File: config.mk
export PLATFORM = sky130hd
export DESIGN_NAME = svm_mix_dp
export DESIGN_NICKNAME = d
export VERILOG_FILES = /design/src/hdl/svm_pkg.sv /design/src/hdl/svm_mix_dp.sv
export SDC_FILE = /design/constraint.sdc
export NUM_CORES = 2
export LEC_CHECK = 0
export BUFFER_PORTS_ARGS = -buffer_cell sky130_fd_sc_hd__buf_2
export CORE_UTILIZATION = 40
export DETAILED_ROUTE_END_ITERATION = 8
export SLEW_MARGIN = 20
export SYNTH_ARGS = -nofsm -noshare
export SYNTH_HDL_FRONTEND = slang
export SYNTH_SLANG_ARGS = --single-unit
File: constraint.sdc
create_clock -name clk_i -period 12.9 [get_ports clk_i]
set_clock_uncertainty 0.15 [all_clocks]
set_input_delay 3.87 -clock clk_i [delete_from_list [all_inputs] [get_ports clk_i]]
set_output_delay 3.87 -clock clk_i [all_outputs]
set_load 0.01 [all_outputs]
File: src/hdl/svm_pkg.sv
`timescale 1ns / 1ps

package svm_pkg;

  localparam int unsigned ADDR_W    = 17;
  localparam int unsigned SAMPLE_W  = 8;
  localparam int unsigned MIX_W     = 24;
  localparam int unsigned LEN_W     = 17;
  localparam int unsigned STEP_W    = 20;
  localparam int unsigned VOL_W     = 7;
  localparam int unsigned PAN_W     = 8;
  localparam int unsigned FUNC_W    = 2;
  localparam int unsigned CFG_IDX_W = 3;
  localparam int unsigned CFG_W     = 20;
  localparam int unsigned SQ_W      = 18;
  localparam int unsigned GAIN_W    = 18;
  localparam int unsigned GV_W      = GAIN_W + VOL_W;
  localparam int unsigned PROD_W    = 33;
  localparam int unsigned IN_DATA_W  = 80;
  localparam int unsigned OUT_DATA_W = 56;

  localparam logic [VOL_W-1:0] VOL_FULL = 7'd64;
  localparam logic [MIX_W-1:0] MIX_MAX  = 24'h7F_FFFF;
  localparam logic [MIX_W-1:0] MIX_MIN  = 24'h80_0000;

  typedef enum logic [FUNC_W-1:0] {
    FUNC_WRITE   = 2'd0,
    FUNC_RESTART = 2'd1,
    FUNC_RENDER  = 2'd2
  } svm_func_e;

  typedef enum logic [CFG_IDX_W-1:0] {
    CFG_SAMPLE_LENGTH = 3'd0,
    CFG_LOOP_START    = 3'd1,
    CFG_LOOP_LENGTH   = 3'd2,
    CFG_PHASE_STEP    = 3'd3,
    CFG_VOLUME        = 3'd4,
    CFG_PAN           = 3'd5
  } svm_cfg_e;

  typedef enum logic [2:0] {
    ST_IDLE,
    ST_CHECK,
    ST_READ,
    ST_MUL,
    ST_SUM,
    ST_DONE
  } svm_state_e;

  // Stage enables from the sequencer to the mix datapath
  typedef struct packed {
    logic sq_en;
    logic gain_en;
    logic mul_en;
    logic sum_en;
  } svm_stage_t;

endpackage

File: src/hdl/svm_mix_dp.sv
`timescale 1ns / 1ps

module svm_mix_dp
  import svm_pkg::*;
(
  input  logic                clk_i,
  input  svm_stage_t          stage_i,
  input  logic [PAN_W-1:0]    pan_i,
  input  logic [VOL_W-1:0]    volume_i,
  input  logic [SAMPLE_W-1:0] smp_i,
  input  logic                smp_ok_i,
  input  logic [MIX_W-1:0]    mix_left_i,
  input  logic [MIX_W-1:0]    mix_right_i,
  output logic [MIX_W-1:0]    sum_left_o,
  output logic [MIX_W-1:0]    sum_right_o
);

  logic signed [9:0]  pan_a, pan_b;
  logic signed [19:0] sq_a_full, sq_b_full;
  logic [SQ_W-1:0]    sq_l_q, sq_r_q;

  logic [18:0]        gl_full, gr_full;
  logic [VOL_W-1:0]   vol_sat;
  logic [GV_W-1:0]    gv_l, gv_r;
  logic [GV_W-1:0]    gv_l_q, gv_r_q;

  logic signed [SAMPLE_W-1:0] smp;
  logic signed [GV_W:0]       gvs_l, gvs_r;
  logic signed [PROD_W:0]     prod_l_full, prod_r_full;
  logic [PROD_W-1:0]          prod_l_q, prod_r_q;

  logic [PROD_W:0]   rnd_l, rnd_r;
  logic [18:0]       con_l, con_r;
  logic [MIX_W:0]    sum_l, sum_r;
  logic [MIX_W-1:0]  sat_l, sat_r;

  // Square-law pan: gain numerator = 2^18 - (pan +/- 256)^2
  assign pan_a     = {{2{pan_i[PAN_W-1]}}, pan_i} + 10'sd256;
  assign pan_b     = {{2{pan_i[PAN_W-1]}}, pan_i} - 10'sd256;
  assign sq_a_full = pan_a * pan_a;
  assign sq_b_full = pan_b * pan_b;

  assign gl_full = 19'd262144 - {1'b0, sq_l_q};
  assign gr_full = 19'd262144 - {1'b0, sq_r_q};
  assign vol_sat = (volume_i > VOL_FULL) ? VOL_FULL : volume_i;
  assign gv_l    = GV_W'(gl_full[GAIN_W-1:0]) * GV_W'(vol_sat);
  assign gv_r    = GV_W'(gr_full[GAIN_W-1:0]) * GV_W'(vol_sat);

  assign smp         = smp_ok_i ? smp_i : '0;
  assign gvs_l       = {1'b0, gv_l_q};
  assign gvs_r       = {1'b0, gv_r_q};
  assign prod_l_full = smp * gvs_l;
  assign prod_r_full = smp * gvs_r;

  // Round to nearest, ties up: add half, then arithmetic shift by 15
  assign rnd_l = {prod_l_q[PROD_W-1], prod_l_q} + 34'd16384;
  assign rnd_r = {prod_r_q[PROD_W-1], prod_r_q} + 34'd16384;
  assign con_l = rnd_l[PROD_W:15];
  assign con_r = rnd_r[PROD_W:15];
  assign sum_l = {mix_left_i[MIX_W-1], mix_left_i} + {{6{con_l[18]}}, con_l};
  assign sum_r = {mix_right_i[MIX_W-1], mix_right_i} + {{6{con_r[18]}}, con_r};

  always_comb begin
    sat_l = sum_l[MIX_W-1:0];
    if (sum_l[MIX_W] != sum_l[MIX_W-1]) begin
      sat_l = sum_l[MIX_W] ? MIX_MIN : MIX_MAX;
    end
    sat_r = sum_r[MIX_W-1:0];
    if (sum_r[MIX_W] != sum_r[MIX_W-1]) begin
      sat_r = sum_r[MIX_W] ? MIX_MIN : MIX_MAX;
    end
  end

  always_ff @(posedge clk_i) begin
    if (stage_i.sq_en) begin
      sq_l_q <= sq_a_full[SQ_W-1:0];
      sq_r_q <= sq_b_full[SQ_W-1:0];
    end
    if (stage_i.gain_en) begin
      gv_l_q <= gv_l;
      gv_r_q <= gv_r;
    end
    if (stage_i.mul_en) begin
      prod_l_q <= prod_l_full[PROD_W-1:0];
      prod_r_q <= prod_r_full[PROD_W-1:0];
    end
    if (stage_i.sum_en) begin
      sum_left_o  <= sat_l;
      sum_right_o <= sat_r;
    end
  end

endmodule
==> impl_results.md <==
* Status: complete, no violations
* Worst vdd ir at between 0.0001 and 0.00015 V
* Reg-to-reg endpoint: gv_l_q[23]
* Hold depth at 4
* Setup TNS at 0 ps
* Ports at 125
* Crit-path cells: buf_2 -> clkinv_1 -> nand2_1 -> nor2_1 -> fa_1 -> fa_1 -> fa_1 -> fa_1 -> ha_1 -> or2_2 -> nor3_1 -> a2111oi_0 -> o41ai_1 -> o21ai_0 -> nor4_1 -> o41ai_1 -> a21oi_1 -> xnor2_1
* Layout cell share with drive strength beyond 1 at about 7%
* F_max at 0.0995 GHz
* Switching part of the total at 49.5%
* Vias in the first global route at 22600
* Slowest stage delay, CP at between 600 and 700 ps
* Layout fillers at 7401
* HPWL Detailed at approximately 56000 µm
* Core Area at 74300 µm²
* Antenna Nets Post-Route at 0
* Asr flop ratio synth at 0%
* Post-CTS Setup Bufs at 0
* RSZ-0062 raised after global routing: no
* GR Overflow Total at 0
* Setup crit end kind: register
* # resized after CTS at 0
* Slew margin rel. at 29.8%
* Mapped Area at ~30000 µm²
* Setup crit start kind: primary input
* H-tree depth at 4
* Post-synth cell types at 77
* Largest net degree at the start of global routing at just over 100
* Maximum buffer depth of the clock tree at 2
* CTS sink count at 153
* FF+latch area at roughly 4600 µm²
* Hold Fails Final Rpt at 0
* TritonCTS clock tree: done
* Max-cap violations at 0
* 1st-iter DRT viols at between 1000 and 1500
* Clock share of power at 6.0%
* CP Max Fanout at 20
* P&R area growth vs syn at 7.18%
* Power Dens Cells at 258 nW/µm²
* Post-Route WL at 68500 µm
* Min-delay worst type: register to register
* Ys Warns at 0
* Mean Syn Cell Area at 9.14 µm²
* Flop2flop setup slack at 5570 ps
* Crit path DAT at 10140 ps
* Worst r2r path cells at 25
* Flop pwr share at between 15 and 20%
* RR Startpoint: sq_l_q[0]
* Cts bufs inserted at 17
* FP Rows at 100
* Combinational power share at 78.0%
* Post-synthesis sequential area ratio at 15.3%
* Clk_lat worst skew at between 400 and 500 ps
* Count of hold-fix buffers inserted at cts at 0
* Initial antenna violation count at 5
* Vias at roughly 22000
* Tmin final at 10060 ps
* Slew Viols, Final at 0
* Min-delay src: prod_l_q[15]
* Initial DRT Pass Iterations at 5
* Die ar. at roughly 76000 µm²
* Avg WL per Cell at 15.8 µm
* Starting Density at 40.3%
* Nets@finish at 4186
* Critical path buffers and inverters at 2
* Syn Inst Count at 3280
* Leakage power at ~16 nW
* Synth Register Bits at 153
* Switching pwr at 4.11 mW
* GRT Util Overall at 18.7%
* RePlAce Congestion at roughly 0.9
* Worst Tran Pin Value at 1050 ps
* Residual DRC at 0
* Critical-path top delay cell: nand2_1
* Top delay family on crit path: adder cells
* First-pass GRT wire length at 114000 µm
* Cell area after layout at between 30000 and 40000 µm²
* Min-Delay Endpoint: sum_left_o[0]
* Dpl cell area at 31600 µm²
* WP depth at 18
* Post-synth top flop: edfxtp_1
* Period utilization at 77.9%
* Port Buffers at 124
* Final setup fails at 0
* Area of the multi-input gates at 22900 µm²
* Root buf cell: clkbuf_16
* Die H at approximately 280 µm
* Vias per Instance at 5.14
* Pwr Total at 8.30 mW
* Post-synth EDFFs at around 150
* Worst Path Class, Setup: primary input to register
* CP Data Required Time at between 10000 and 15000 ps
* Cell internal pwr at 4.19 mW
* Die W at 276 µm
* CP most frequent cell: fa_1
* Clk pin slew, worst setup/hold paths at 60 ps
* Final Core Density at 43.2%
final cells by class:
class	instances	share of cell area [%]
inverter	571	6.67
clock buffer	18	1.34
sequential	153	14.3
clock inverter	14	0.386
tap	969	3.77
multi-input combinational	2461	71.2
timing repair buffer	140	2.31
antenna	1	0.00779
cell usage in the layout (no fill, tap or decap), drive strengths merged, types with 11 or more instances in the layout:
cell type  instances
inv              572
fa               449
ha               316
nand2            288
and3             223
nor2             215
a21oi            163
edfxtp           153
buf              140
xnor2            138
o21ai            102
xor2              65
a21o              63
and2              48
nand3             45
or2               43
nor3              34
a211oi            20
nand2b            20
clkbuf            18
nor2b             17
o21a              17
o211ai            15
o21bai            14
or3               14
a31oi             11
synthesized netlist by cell type (4+ instances only):
cell	count	share of area, %
and4_1	7	0.20
a31oi_1	11	0.23
a22o_1	4	0.12
o211ai_1	15	0.38
xor2_1	65	1.9
nand3_1	45	0.75
clkbuf_1	96	1.2
xnor2_1	137	4.0
and3_1	223	4.7
o21a_1	17	0.43
or4_1	4	0.10
and2_1	48	1.0
ha_1	316	13
o31ai_1	8	0.20
nand3b_1	4	0.10
a211oi_1	20	0.50
a31o_2	9	0.26
nand4_1	4	0.083
o21ai_0	100	1.7
nor3_1	32	0.53
a2111oi_0	4	0.12
a32oi_1	6	0.18
nand2b_1	18	0.38
a211o_1	10	0.29
fa_1	449	30
nand2_1	288	3.6
a21o_1	63	1.6
a21oi_1	163	2.7
nor2b_1	17	0.35
or2_2	41	0.86
edfxtp_1	153	15
nor2_1	215	2.7
o41ai_1	4	0.12
a311oi_1	4	0.12
maj3_1	6	0.20
nor4_1	10	0.21
inv_1	569	7.1
mux2_2	5	0.19
o21bai_1	14	0.35
or3_1	13	0.27
tightest hold or removal path, delay by kind of cell, from the launching register on:
kind,cells,cell delay (ps)
AO/OA/AOI/OAI,1,130
adder cells (fa/ha/maj),2,280
buffers and inverters,1,40
flip-flops,1,370
cell families after synthesis:
logic type / share of synthesized area [%]
other cells: 0.0251
flops: 15.3
xor+xnor: 5.96
simple gates: 16.2
fa+ha+maj: 43.4
compound gates: 10.5
mux: 0.255
buf+inv: 8.40
state kept, by name, indices dropped and copies added (netlist names):
signal and cells:
gv_l_q 25, gv_r_q 16, sum_left_o 24, prod_l_q 19, sq_l_q 17, prod_r_q 19
sq_r_q 9, sum_right_o 24
how the worst max path moves through the flow:
stage | from | to | slack, ps
after global routing | volume_i[6] | gv_l_q[23] | 2380
after detailed placement | volume_i[6] | gv_l_q[23] | 2350
after floorplan | smp_ok_i | prod_l_q[32] | 3550
after CTS | volume_i[6] | gv_l_q[23] | 2870
after global placement | smp_ok_i | prod_l_q[32] | 2460
final | volume_i[6] | gv_l_q[23] | 2840
layer usage:
| layer | global-route usage (%) | vias to the layer above | wire length [µm] |
|---|---|---|---|
| met5 | 0 | - | 62 |
| li1 | - | 10900 | - |
| met1 | 25.1 | 10900 | 31700 |
| met4 | 5.13 | 10 | 1380 |
| met2 | 31.6 | 364 | 32700 |
| met3 | 2.57 | 82 | 2700 |
stage by stage:
| step | hold slack (ps) | setup slack, ps | std cells |
|---|---|---|---|
| after floorplan | 632 | 3550 | 3284 |
| after global placement | 760 | 2460 | 4294 |
| after detailed placement | 751 | 2350 | 4294 |
| after CTS | 778 | 2870 | 4326 |
| after global routing | 841 | 2380 | 4326 |
| final | 783 | 2840 | 4327 |
power by group through the flow:
stage / combinational [mW] / sequential (mW) / clock [mW]
4_1_cts: 6.53 / 1.33 / 0.513
2_1_floorplan: 5.14 / 1.27 / 0
3_3_place_gp: 6.40 / 1.34 / 0
3_5_place_dp: 6.47 / 1.34 / 0
6_report: 6.47 / 1.33 / 0.496
5_1_grt: 7.48 / 1.37 / 0.525
(Power assumes the default switching activity.)
